File: config.mk
export PLATFORM = sky130hd
export DESIGN_NAME = depletion_curve_interpolator
export DESIGN_NICKNAME = d
export VERILOG_FILES = /design/src/hdl/dci_pkg.sv /design/src/hdl/depletion_curve_interpolator.sv /design/src/hdl/dci_curve_mem.sv /design/src/hdl/dci_divider.sv
export SDC_FILE = /design/constraint.sdc
export NUM_CORES = 2
export LEC_CHECK = 0
export BUFFER_PORTS_ARGS = -buffer_cell sky130_fd_sc_hd__buf_2
export CELL_PAD_IN_SITES_DETAIL_PLACEMENT = 1
export CELL_PAD_IN_SITES_GLOBAL_PLACEMENT = 2
export CORE_MARGIN = 1.5
export CORE_UTILIZATION = 24
export DETAILED_ROUTE_END_ITERATION = 8
export PLACE_DENSITY_LB_ADDON = 0.2
export REMOVE_ABC_BUFFERS = 1
export SLEW_MARGIN = 20
export SYNTH_ARGS = -nofsm -noshare
export SYNTH_HDL_FRONTEND = slang
export SYNTH_HIERARCHICAL = 1
export SYNTH_SLANG_ARGS = --single-unit
File: constraint.sdc
create_clock -name clock -period 21.6 [get_ports clock]
set_input_delay 3.24 -clock clock [delete_from_list [all_inputs] [get_ports clock]]
set_output_delay 3.24 -clock clock [all_outputs]
set_load 0.02 [all_outputs]
File: src/hdl/dci_pkg.sv
package dci_pkg;

   localparam int MAX_POINTS = 16;
   localparam int IDX_W      = $clog2(MAX_POINTS);
   localparam int CNT_W      = $clog2(MAX_POINTS + 1);
   localparam int CFG_W      = 5;
   localparam int Q_W        = 17;
   localparam int PROD_W     = 2 * (Q_W + 1);
   localparam int MAG_W      = 2 * Q_W;
   localparam int DCNT_W     = $clog2(MAG_W + 1);
   localparam int REQ_DATA_W = 56;
   localparam int RSP_DATA_W = 24;

   localparam logic [Q_W-1:0] Q_ONE  = Q_W'(65536);
   localparam logic [Q_W-1:0] Q_ZERO = '0;

   localparam logic CMD_LOAD  = 1'b0;
   localparam logic CMD_QUERY = 1'b1;

   typedef enum logic [2:0] {
      ST_IDLE,
      ST_FETCH,
      ST_CHECK,
      ST_MUL,
      ST_DIV_START,
      ST_DIV_WAIT,
      ST_FINISH,
      ST_OUT
   } state_type;

   typedef struct packed {
      logic             start;
      logic [MAG_W-1:0] dividend;
      logic [Q_W-1:0]   divisor;
   } div_ctrl_type;

   typedef struct packed {
      logic             done;
      logic [MAG_W-1:0] quotient;
   } div_stat_type;

   function automatic logic [Q_W-1:0] sat_q(input logic signed [PROD_W-1:0] v);
      logic [Q_W-1:0] r;
      if (v < 0) begin
         r = Q_ZERO;
      end else if (v > $signed(PROD_W'(Q_ONE))) begin
         r = Q_ONE;
      end else begin
         r = v[Q_W-1:0];
      end
      return r;
   endfunction

endpackage

File: src/hdl/depletion_curve_interpolator.sv
// After a load beat the block is ready again on the next cycle.
// A query of 0 or of 1.0 and above gives its result on the cycle after acceptance.
// Other queries scan the table entry by entry through the FETCH and CHECK states,
// then use the multiply and the 34-step serial divider.
// One query is in flight at a time. Synchronous reset sets point_count to one and
// idles the sequencer; the table holds no reset value.
module depletion_curve_interpolator (
   input  logic                             clock,
   input  logic                             reset,
   input  logic                             req_tvalid,
   output logic                             req_tready,
   // point_index[3:0], point_x[20:4], point_y[37:21], query_x[54:38], zero pad.
   input  logic [dci_pkg::REQ_DATA_W-1:0]   req_tdata,
   // cmd.
   input  logic                             req_tuser,
   output logic                             rsp_tvalid,
   input  logic                             rsp_tready,
   // curve_value[16:0], zero pad.
   output logic [dci_pkg::RSP_DATA_W-1:0]   rsp_tdata,
   // interpolated.
   output logic                             rsp_tuser,
   input  logic                             csr_we,
   input  logic [dci_pkg::CFG_W-1:0]        csr_wdata
);

   dci_pkg::state_type              state_ff, state_in;
   logic [dci_pkg::CFG_W-1:0]       count_ff;
   logic [dci_pkg::CNT_W-1:0]       idx_ff, idx_in;
   logic [dci_pkg::Q_W-1:0]         q_ff, q_in;
   logic [dci_pkg::Q_W-1:0]         x0_ff, x0_in;
   logic [dci_pkg::Q_W-1:0]         y0_ff, y0_in;
   logic [dci_pkg::Q_W-1:0]         yfirst_ff, yfirst_in;
   logic signed [dci_pkg::Q_W:0]    dy_ff, dy_in;
   logic signed [dci_pkg::Q_W:0]    dx_ff, dx_in;
   logic signed [dci_pkg::Q_W:0]    den_ff, den_in;
   logic signed [dci_pkg::PROD_W-1:0] prod_ff, prod_in;
   logic                            neg_ff, neg_in;
   logic [dci_pkg::Q_W-1:0]         value_ff, value_in;
   logic                            flag_ff, flag_in;

   logic [dci_pkg::CNT_W-1:0]       n_eff;
   logic                            accept;
   logic [3:0]                      f_index;
   logic [dci_pkg::Q_W-1:0]         f_x;
   logic [dci_pkg::Q_W-1:0]         f_y;
   logic [dci_pkg::Q_W-1:0]         f_q;
   logic                            wr_en;
   logic [dci_pkg::Q_W-1:0]         rd_x;
   logic [dci_pkg::Q_W-1:0]         rd_y;
   logic signed [dci_pkg::PROD_W-1:0] prod_mag;
   logic signed [dci_pkg::Q_W:0]    den_mag;
   logic signed [dci_pkg::PROD_W-1:0] y_ext;
   logic signed [dci_pkg::PROD_W-1:0] quo_ext;
   logic signed [dci_pkg::PROD_W-1:0] sum;
   dci_pkg::div_ctrl_type           div_ctrl;
   dci_pkg::div_stat_type           div_stat;

   assign f_index = req_tdata[3:0];
   assign f_x     = req_tdata[20:4];
   assign f_y     = req_tdata[37:21];
   assign f_q     = req_tdata[54:38];

   assign req_tready = (state_ff == dci_pkg::ST_IDLE);
   assign accept     = req_tvalid && req_tready;
   assign wr_en      = accept && (req_tuser == dci_pkg::CMD_LOAD)
                       && (32'(f_index) < dci_pkg::MAX_POINTS);

   always_comb begin
      if (count_ff == '0) begin
         n_eff = dci_pkg::CNT_W'(1);
      end else if (32'(count_ff) > dci_pkg::MAX_POINTS) begin
         n_eff = dci_pkg::CNT_W'(dci_pkg::MAX_POINTS);
      end else begin
         n_eff = dci_pkg::CNT_W'(count_ff);
      end
   end

   dci_curve_mem u_mem (
      .clock   (clock),
      .wr_en   (wr_en),
      .wr_addr (dci_pkg::IDX_W'(f_index)),
      .wr_x    (f_x),
      .wr_y    (f_y),
      .rd_addr (idx_ff[dci_pkg::IDX_W-1:0]),
      .rd_x    (rd_x),
      .rd_y    (rd_y)
   );

   dci_divider u_div (
      .clock (clock),
      .reset (reset),
      .ctrl  (div_ctrl),
      .stat  (div_stat)
   );

   assign prod_mag = prod_ff[dci_pkg::PROD_W-1] ? -prod_ff : prod_ff;
   assign den_mag  = den_ff[dci_pkg::Q_W] ? -den_ff : den_ff;
   assign y_ext    = $signed(dci_pkg::PROD_W'(y0_ff));
   assign quo_ext  = $signed(dci_pkg::PROD_W'(div_stat.quotient));
   assign sum      = neg_ff ? (y_ext - quo_ext) : (y_ext + quo_ext);

   always_comb begin
      state_in  = state_ff;
      idx_in    = idx_ff;
      q_in      = q_ff;
      x0_in     = x0_ff;
      y0_in     = y0_ff;
      yfirst_in = yfirst_ff;
      dy_in     = dy_ff;
      dx_in     = dx_ff;
      den_in    = den_ff;
      prod_in   = prod_ff;
      neg_in    = neg_ff;
      value_in  = value_ff;
      flag_in   = flag_ff;
      div_ctrl.start    = 1'b0;
      div_ctrl.dividend = prod_mag[dci_pkg::MAG_W-1:0];
      div_ctrl.divisor  = den_mag[dci_pkg::Q_W-1:0];
      case (state_ff)
         dci_pkg::ST_IDLE: begin
            if (accept && (req_tuser == dci_pkg::CMD_QUERY)) begin
               q_in    = f_q;
               idx_in  = '0;
               flag_in = 1'b0;
               if (f_q >= dci_pkg::Q_ONE) begin
                  value_in = dci_pkg::Q_ONE;
                  state_in = dci_pkg::ST_OUT;
               end else if (f_q == dci_pkg::Q_ZERO) begin
                  value_in = dci_pkg::Q_ZERO;
                  state_in = dci_pkg::ST_OUT;
               end else begin
                  state_in = dci_pkg::ST_FETCH;
               end
            end
         end
         dci_pkg::ST_FETCH: begin
            state_in = dci_pkg::ST_CHECK;
         end
         dci_pkg::ST_CHECK: begin
            if (idx_ff == '0) begin
               x0_in     = rd_x;
               y0_in     = rd_y;
               yfirst_in = rd_y;
               if (n_eff == dci_pkg::CNT_W'(1)) begin
                  value_in = dci_pkg::sat_q($signed(dci_pkg::PROD_W'(rd_y)));
                  state_in = dci_pkg::ST_OUT;
               end else begin
                  idx_in   = idx_ff + 1'b1;
                  state_in = dci_pkg::ST_FETCH;
               end
            end else if (rd_x >= q_ff) begin
               if (rd_x == x0_ff) begin
                  value_in = dci_pkg::sat_q($signed(dci_pkg::PROD_W'(y0_ff)));
                  state_in = dci_pkg::ST_OUT;
               end else begin
                  dy_in    = $signed({1'b0, rd_y}) - $signed({1'b0, y0_ff});
                  dx_in    = $signed({1'b0, q_ff}) - $signed({1'b0, x0_ff});
                  den_in   = $signed({1'b0, rd_x}) - $signed({1'b0, x0_ff});
                  state_in = dci_pkg::ST_MUL;
               end
            end else if (dci_pkg::CNT_W'(idx_ff + 1'b1) == n_eff) begin
               value_in = dci_pkg::sat_q($signed(dci_pkg::PROD_W'(yfirst_ff)));
               state_in = dci_pkg::ST_OUT;
            end else begin
               x0_in    = rd_x;
               y0_in    = rd_y;
               idx_in   = idx_ff + 1'b1;
               state_in = dci_pkg::ST_FETCH;
            end
         end
         dci_pkg::ST_MUL: begin
            prod_in  = dy_ff * dx_ff;
            state_in = dci_pkg::ST_DIV_START;
         end
         dci_pkg::ST_DIV_START: begin
            div_ctrl.start = 1'b1;
            neg_in   = prod_ff[dci_pkg::PROD_W-1] ^ den_ff[dci_pkg::Q_W];
            state_in = dci_pkg::ST_DIV_WAIT;
         end
         dci_pkg::ST_DIV_WAIT: begin
            if (div_stat.done) begin
               state_in = dci_pkg::ST_FINISH;
            end
         end
         dci_pkg::ST_FINISH: begin
            value_in = dci_pkg::sat_q(sum);
            flag_in  = 1'b1;
            state_in = dci_pkg::ST_OUT;
         end
         dci_pkg::ST_OUT: begin
            if (rsp_tready) begin
               state_in = dci_pkg::ST_IDLE;
            end
         end
         default: begin
            state_in = dci_pkg::ST_IDLE;
         end
      endcase
   end

   always_ff @(posedge clock) begin
      q_ff      <= q_in;
      x0_ff     <= x0_in;
      y0_ff     <= y0_in;
      yfirst_ff <= yfirst_in;
      dy_ff     <= dy_in;
      dx_ff     <= dx_in;
      den_ff    <= den_in;
      prod_ff   <= prod_in;
      neg_ff    <= neg_in;
      value_ff  <= value_in;
      flag_ff   <= flag_in;
      if (reset) begin
         state_ff <= dci_pkg::ST_IDLE;
         idx_ff   <= '0;
         count_ff <= dci_pkg::CFG_W'(1);
      end else begin
         state_ff <= state_in;
         idx_ff   <= idx_in;
         if (csr_we) begin
            count_ff <= csr_wdata;
         end
      end
   end

   assign rsp_tvalid = (state_ff == dci_pkg::ST_OUT);
   assign rsp_tdata  = dci_pkg::RSP_DATA_W'(value_ff);
   assign rsp_tuser  = flag_ff;

endmodule

File: src/hdl/dci_curve_mem.sv
module dci_curve_mem (
   input  logic                        clock,
   input  logic                        wr_en,
   input  logic [dci_pkg::IDX_W-1:0]   wr_addr,
   input  logic [dci_pkg::Q_W-1:0]     wr_x,
   input  logic [dci_pkg::Q_W-1:0]     wr_y,
   input  logic [dci_pkg::IDX_W-1:0]   rd_addr,
   output logic [dci_pkg::Q_W-1:0]     rd_x,
   output logic [dci_pkg::Q_W-1:0]     rd_y
);

   logic [dci_pkg::Q_W-1:0] curve_x_ff [dci_pkg::MAX_POINTS];
   logic [dci_pkg::Q_W-1:0] curve_y_ff [dci_pkg::MAX_POINTS];
   logic [dci_pkg::Q_W-1:0] rd_x_ff;
   logic [dci_pkg::Q_W-1:0] rd_y_ff;

   always_ff @(posedge clock) begin
      if (wr_en) begin
         curve_x_ff[wr_addr] <= wr_x;
         curve_y_ff[wr_addr] <= wr_y;
      end
      rd_x_ff <= curve_x_ff[rd_addr];
      rd_y_ff <= curve_y_ff[rd_addr];
   end

   assign rd_x = rd_x_ff;
   assign rd_y = rd_y_ff;

endmodule

File: src/hdl/dci_divider.sv
module dci_divider (
   input  logic                  clock,
   input  logic                  reset,
   input  dci_pkg::div_ctrl_type ctrl,
   output dci_pkg::div_stat_type stat
);

   logic [dci_pkg::Q_W:0]      rem_ff, rem_in;
   logic [dci_pkg::MAG_W-1:0]  quo_ff, quo_in;
   logic [dci_pkg::Q_W-1:0]    den_ff, den_in;
   logic [dci_pkg::DCNT_W-1:0] cnt_ff, cnt_in;
   logic                       busy_ff, busy_in;
   logic                       done_ff, done_in;
   logic [dci_pkg::Q_W:0]      trial;

   always_comb begin
      rem_in  = rem_ff;
      quo_in  = quo_ff;
      den_in  = den_ff;
      cnt_in  = cnt_ff;
      busy_in = busy_ff;
      done_in = 1'b0;
      trial   = {rem_ff[dci_pkg::Q_W-1:0], quo_ff[dci_pkg::MAG_W-1]};
      if (ctrl.start) begin
         rem_in  = '0;
         quo_in  = ctrl.dividend;
         den_in  = ctrl.divisor;
         cnt_in  = dci_pkg::DCNT_W'(dci_pkg::MAG_W);
         busy_in = 1'b1;
      end else if (busy_ff) begin
         if (trial >= {1'b0, den_ff}) begin
            rem_in = trial - {1'b0, den_ff};
            quo_in = {quo_ff[dci_pkg::MAG_W-2:0], 1'b1};
         end else begin
            rem_in = trial;
            quo_in = {quo_ff[dci_pkg::MAG_W-2:0], 1'b0};
         end
         cnt_in = cnt_ff - 1'b1;
         if (cnt_ff == dci_pkg::DCNT_W'(1)) begin
            busy_in = 1'b0;
            done_in = 1'b1;
         end
      end
   end

   always_ff @(posedge clock) begin
      rem_ff <= rem_in;
      quo_ff <= quo_in;
      den_ff <= den_in;
      if (reset) begin
         cnt_ff  <= '0;
         busy_ff <= 1'b0;
         done_ff <= 1'b0;
      end else begin
         cnt_ff  <= cnt_in;
         busy_ff <= busy_in;
         done_ff <= done_in;
      end
   end

   assign stat.done     = done_ff;
   assign stat.quotient = quo_ff;

endmodule

; ---- Yosys cells after proc, flatten, opt, wreduce, memory -nomap -nowiden
; Memory sizes are Yosys's and may differ from the RTL's. A register that Yosys moved wholly into a read port is not among the register bits.
; Cells that the tools add are included.
[totals]
ff_bits = 266
ramBits = 544
input_bits = 67
out_inout_bits = 27
wordCells = 149
memories = 2
[classes]
addsub = 10
n_mul = 1
order_cmp = 9
n_eq_ne = 23
mux = 57
bitwise = 5
reduce_logical = 21
[mem_list]
columns = name, words, width, read_ports, rd_clocked_by_memory_dff, write_ports, line
row1 = u_mem.curve_x_ff, 16, 17, 1, 1, 1, dci_curve_mem.sv:12  ; logic [dci_pkg::Q_W-1:0] curve_x_ff [dci_pkg::MAX_POINTS];
row2 = u_mem.curve_y_ff, 16, 17, 1, 1, 1, dci_curve_mem.sv:13  ; logic [dci_pkg::Q_W-1:0] curve_y_ff [dci_pkg::MAX_POINTS];
[ops]
columns = operator, n
row1 = 17-bit 2-to-1 mux, 21
row2 = 34-bit 2-to-1 mux, 3
row3 = 17-bit by 17-bit subtractor with 18-bit output, 3
row4 = 17-bit > comparator (second input constant), 3
row5 = 17-bit one-hot mux with 3 select lines, 1
row6 = 36-bit by 18-bit > comparator with 1-bit output (second input constant), 1
row7 = 36-bit by 1-bit less-than comparator with 1-bit output (second input constant), 1
row8 = 18-bit by 18-bit multiplier with 36-bit output, 1
row9 = 36-bit 2-to-1 mux, 1
row10 = 17-bit by 34-bit adder with 35-bit output, 1
row11 = 5-bit 2-to-1 mux, 7
row12 = 17-bit by 34-bit subtractor with 35-bit output, 1
row13 = 34-bit negator, 1
row14 = 3-bit 2-to-1 mux, 10
row15 = 3-bit one-hot mux with 8 select lines, 1
row16 = 18-bit by 17-bit >= comparator with 1-bit output, 1
row17 = 17-bit == test, 1
row18 = 17-bit >= comparator, 1
row19 = 17-bit >= comparator (second input constant), 1
row20 = 17-bit zero test, 1
row21 = 17-bit negator, 1
row22 = 17-bit subtractor, 1
row23 = 3-bit == test (second input constant), 4
row24 = 6-bit 2-to-1 mux, 2
row25 = other kinds (30), 57

; ---- Depth between registers and ports, before layout
[depth]
word_depth = 8
mapped_depth = 27
depth_no_buf = 26

; ---- Cells and area by module
; The synthesis kept the hierarchy.
[by_module_without_submodules]
columns = mod, instances, cells_each, area_each_um2, seq_area_each_um2
row1 = depletion_curve_interpolator, 1, 2728, 25421.9, 5545.3
row2 = dci_curve_mem, 1, 888, 21076.5, 17016.3
row3 = dci_divider, 1, 355, 3953.8, 2031.9

; ---- Worst setup path before layout
; OpenSTA, ideal clock, no wires.
[synth_path]
path_kind = register to register
from = register dx_ff[9] (netlist bit)
to = register prod_ff[33] (netlist bit), data pin
setup_ns = 0.258
t_arrival_ns = 6.551
required_time_ns = 21.342
path_slack_ns = 14.791
path_stages_with_launch = 27
path_buffers = 2
period_less_slack_ns = 6.809
cell_sequence = edfxtp_1 clkbuf_1 clkbuf_1 nand2_1 fa_1 inv_1 fa_1 inv_1 fa_1 inv_1 fa_1 fa_1 inv_1 fa_1 inv_1 ha_1 a21o_1 a21o_1 a21o_1 a221oi_1 nor2_1 a311o_1 a41oi_1 a21oi_1 a41oi_1 nor2b_1 xnor2_1
[synth_via]
elab_chain_len = 1
[synth_rtl]
columns = element, line
row1 = from (decl), depletion_curve_interpolator.sv:34  ; logic signed [dci_pkg::Q_W:0] dx_ff, dx_in;
row2 = from (signal assigned), depletion_curve_interpolator.sv:207  ; dx_ff <= dx_in;
row3 = 18-bit by 18-bit multiplier with 36-bit output, depletion_curve_interpolator.sv:172  ; prod_in = dy_ff * dx_ff;
row4 = to (signal assigned), depletion_curve_interpolator.sv:209  ; prod_ff <= prod_in;
row5 = to (decl), depletion_curve_interpolator.sv:36  ; logic signed [dci_pkg::PROD_W-1:0] prod_ff, prod_in;
; No other way between the ends.
; A chain may end at the register's enable or synchronous reset.

; ---- Final worst setup path
[layout_path]
from = register dy_ff[10] (netlist bit)
to = register prod_ff[35] (netlist bit), data pin
[layout_via]
elab_chain_len = 1
[layout_rtl]
columns = element, line
row1 = from (decl), depletion_curve_interpolator.sv:33  ; logic signed [dci_pkg::Q_W:0] dy_ff, dy_in;
row2 = from (signal assigned), depletion_curve_interpolator.sv:206  ; dy_ff <= dy_in;
row3 = 18-bit by 18-bit multiplier with 36-bit output, depletion_curve_interpolator.sv:172
; No other way between the ends.

==> flow_summary.json <==
{
  "synth_seq_cells": 843,
  "ir_drop_mv": 0.0585,
  "grt_max_degree": 67,
  "nets": 4680,
  "cpMaxStageDelayCell": "edfxtp_1",
  "grt_pass1_wl_mm": 226,
  "crit_type": "flip-flop to flip-flop",
  "cp.arrival_ns": 8.28,
  "synth_warnings": 6,
  "cp_data_required_time_ns": 22.04,
  "yosys_most_used_dff": "edfxtp_1",
  "fillers": 22780,
  "crit_start": "dy_ff[10]",
  "comb_power_share_pct": 33.6,
  "p_int_mw": 3.60,
  "synthesis.area_sq_um": 50500,
  "path_common_cell": "fa_1",
  "portBuffers": 85,
  "area_growth_pct": 13.7,
  "drv_slew": 0,
  "layout_common_cells": "771 x edfxtp_1, 543 x inv_1, 335 x fa_1",
  "worstHoldStart": "u_div/rem_ff[1]",
  "cp_max_fo": 18,
  "power_density_nw_per_um2": 97.4,
  "maxCapViolCount": 0,
  "postCtsHoldBufs": 0,
  "async_reset_ff_share_pct": 0,
  "ctsRootBufferMaster": "clkbuf_16",
  "die_h_um": 461,
  "synth_edf_count": 771,
  "drc": 0,
  "io_pins": 94,
  "r2r-end": "prod_ff[35]",
  "period_minus_slack_ns": 7.84,
  "seqPwrFrac_pct": 38.1,
  "drt-total-wl_mm": 151,
  "core_sq_um": 209000,
  "crit_path_start_kind": "flip-flop",
  "cts_buffers": 93,
  "cts-htree-levels": 3,
  "tightestPinTransition_ns": 1.15,
  "ctsResizeCount": 0,
  "switching_power_mw": 1.99,
  "skew_ns": 0.0660,
  "drt_iter0_drc": 1834,
  "setup_viol": 0,
  "grt_pass1_vias": 34001,
  "grt_util_all_layers_pct": 14.3,
  "crit_cells": 21,
  "syn_inst": 3971,
  "cp-end-kind": "flip-flop",
  "drtPass1Iterations": 7,
  "crit_family": "adder cells",
  "final_layout_size_suffix_gt1_share_pct": 12.5,
  "maxSlewHeadroom_pct": 22.6,
  "die_x_um": 461,
  "cts_tree": "built",
  "hp-class": "flip-flop to flip-flop",
  "fmax_mhz": 128,
  "r2r_cells": 21,
  "status": "finished, final reports clean",
  "via_per_inst": 4.47,
  "r2r_setup_slack_ns": 13.76,
  "fp-row-count": 168,
  "wl_per_cell_um": 21.7,
  "power.total_mw": 5.59,
  "place.gp.congestion": 0.765,
  "swShare_pct": 35.6,
  "worstPathCellList": "nand2_1 > fa_1 > fa_1 > fa_1 > fa_1 > inv_1 > fa_1 > inv_1 > fa_1 > inv_1 > ha_1 > and4_1 > and3_1 > a221oi_1 > nor2_1 > a311o_1 > a41oi_1 > a21oi_1 > a41oi_1 > a21oi_1 > xnor2_1",
  "syn_area_per_cell_sq_um": 12.7,
  "tns_ns": 0,
  "clkSinkCount": 843,
  "ant_nets": 0,
  "layout_commonest_cell": "edfxtp_1",
  "clockPowerShare_pct": 28.2,
  "cts.path.max_buffers": 3,
  "hold_violations": 0,
  "timing.final.crit_share_pct": 36.3,
  "path_clk_slew_ns": 0.06,
  "antenna_found_initial": 33,
  "crit_path_end": "prod_ff[35]",
  "die_area_sq_um": 213000,
  "power_leakage_nw": 21.3,
  "cp_slowest_stage_delay_ns": 0.94,
  "start_util_pct": 24.1,
  "gr-total-overflow": 0,
  "clk_latency_ns": 0.72,
  "ys_types": 89,
  "vias": 31082,
  "rsz0062_at_grt": "false",
  "post_cts_buffers": 0,
  "seq_area_frac_synth_pct": 48.7,
  "path_buf_inv": 3,
  "dpl.hpwl_mm": 106,
  "r2r_start": "dy_ff[10]"
}
==> routing by layer <==
| metal | wire length [um] | part of all wire (%) | up-vias | GRT usage (%) |
|---|---|---|---|---|
| li1 | - | - | 14253 | - |
| met1 | 70400 | 47 | 16162 | 19.4 |
| met2 | 71000 | 47 | 444 | 23.7 |
| met3 | 6250 | 4.1 | 195 | 2.62 |
| met4 | 3060 | 2.0 | 28 | 3.14 |
| met5 | 172 | 0.11 | - | 0 |
==> synth_stat cells (9+ instances only) <==
master | n | area share [%]
nand4_1 | 15 | 0.19
ha_1 | 218 | 5.4
a211oi_1 | 15 | 0.22
a21o_1 | 36 | 0.54
nand2b_1 | 28 | 0.35
or2_2 | 9 | 0.11
buf_1 | 9 | 0.067
buf_4 | 12 | 0.18
dfxtp_1 | 72 | 2.9
nor3_1 | 51 | 0.51
nand2_1 | 304 | 2.3
and2_1 | 173 | 2.1
edfxtp_1 | 771 | 46
nor2b_1 | 30 | 0.37
xnor2_1 | 123 | 2.1
a31oi_1 | 13 | 0.16
o211ai_1 | 9 | 0.13
inv_1 | 543 | 4.0
a32oi_1 | 10 | 0.17
clkbuf_1 | 107 | 0.80
o21bai_1 | 10 | 0.15
a21oi_1 | 139 | 1.4
mux4_2 | 136 | 6.1
and3_1 | 18 | 0.22
a21boi_0 | 17 | 0.25
o31ai_1 | 24 | 0.36
nor2_1 | 158 | 1.2
buf_2 | 30 | 0.30
a22oi_1 | 76 | 1.1
o21a_1 | 19 | 0.28
nand3_1 | 43 | 0.43
o41ai_1 | 29 | 0.50
xor2_1 | 33 | 0.57
fa_1 | 335 | 13
or3_1 | 34 | 0.42
a311oi_1 | 11 | 0.19
mux2_2 | 36 | 0.80
o21ai_0 | 106 | 1.1
or4_1 | 18 | 0.27
mux2i_1 | 13 | 0.26
nor4_1 | 25 | 0.31
==> flip-flops by register name, indices dropped and copies added, names as in the netlist, 6 cells and up <==
signal            flops
u_div/rem_ff         17
yfirst_ff            17
y0_ff                17
u_mem/rd_y           17
u_div/den_ff         17
prod_ff              35
u_div/cnt_ff          6
u_mem/rd_x           17
q_ff                 17
u_mem/curve_y_ff    272
x0_ff                17
u_div/quo_ff         34
dy_ff                18
dx_ff                18
value_ff             17
den_ff               18
u_mem/curve_x_ff    272
==> power by group through the flow <==
stage | clock network, mW | registers, mW | logic, mW
after global routing | 1.69 | 2.15 | 2.12
after detailed placement | 0 | 2.17 | 1.92
after CTS | 1.63 | 2.14 | 1.93
after global placement | 0 | 2.17 | 1.91
final | 1.58 | 2.13 | 1.88
after floorplan | 0 | 2.13 | 1.30
==> cell type report <==
| cell class | instances | area (sq um) | area share (%) |
|---|---|---|---|
| multi-input combinational | 2425 | 23300 | 40.6 |
| clock buffer | 118 | 2450 | 4.27 |
| sequential | 843 | 24600 | 42.9 |
| tap | 2805 | 3510 | 6.12 |
| inverter | 543 | 2040 | 3.55 |
| clock inverter | 54 | 547 | 0.953 |
| timing repair buffer | 154 | 943 | 1.64 |
| antenna | 8 | 20.0 | 0.0349 |
==> worst reg2reg max path, delay by kind of cell, from the launching register on <==
| family | cells | cell delay [ns] |
|---|---|---|
| and+or+nand+nor | 4 | 0.77 |
| adders and majority gates | 7 | 3.46 |
| AOI/OAI and AO/OA | 6 | 2.11 |
| DFF | 1 | 0.94 |
| buffers and inverters | 3 | 0.14 |
| xor gates and xnor gates | 1 | 0.17 |
==> cell families after synthesis <==
group / after synthesis / synth area share, %
fa+ha+maj: 553 / 18.7
simple gates: 932 / 9.19
mux: 186 / 7.15
flops: 843 / 48.7
buf+inv: 709 / 5.55
compound gates: 591 / 7.94
other cells: 1 / 0.00743
xor+xnor: 156 / 2.71
==> through the flow <==
stage	util [%]	hold slack, ns	instances	area, sq um	setup slack (ns)
5_1_grt	27.4	0.524	6945	57400	13.25
3_5_place_dp	26.0	0.475	6770	54400	13.47
2_1_floorplan	-	0.408	3811	49700	12.24
3_3_place_gp	26.0	0.460	6770	54300	13.46
6_report	27.4	0.482	6950	57400	13.76
4_1_cts	27.4	0.489	6942	57400	13.47
==> how the worst min path moves through the flow <==
stage                       endpoint  slack, ns  depth (start not counted)
detailed placement  u_div/rem_ff[16]       0.47                          2
floorplan                   x0_ff[0]       0.41                          0
global placement    u_div/rem_ff[16]       0.46                          2
CTS                  u_div/rem_ff[1]       0.49                          2
global route        u_div/rem_ff[16]       0.52                          2
finish               u_div/rem_ff[1]       0.48                          2
Note: power is estimated with default switching activity, not from simulation.
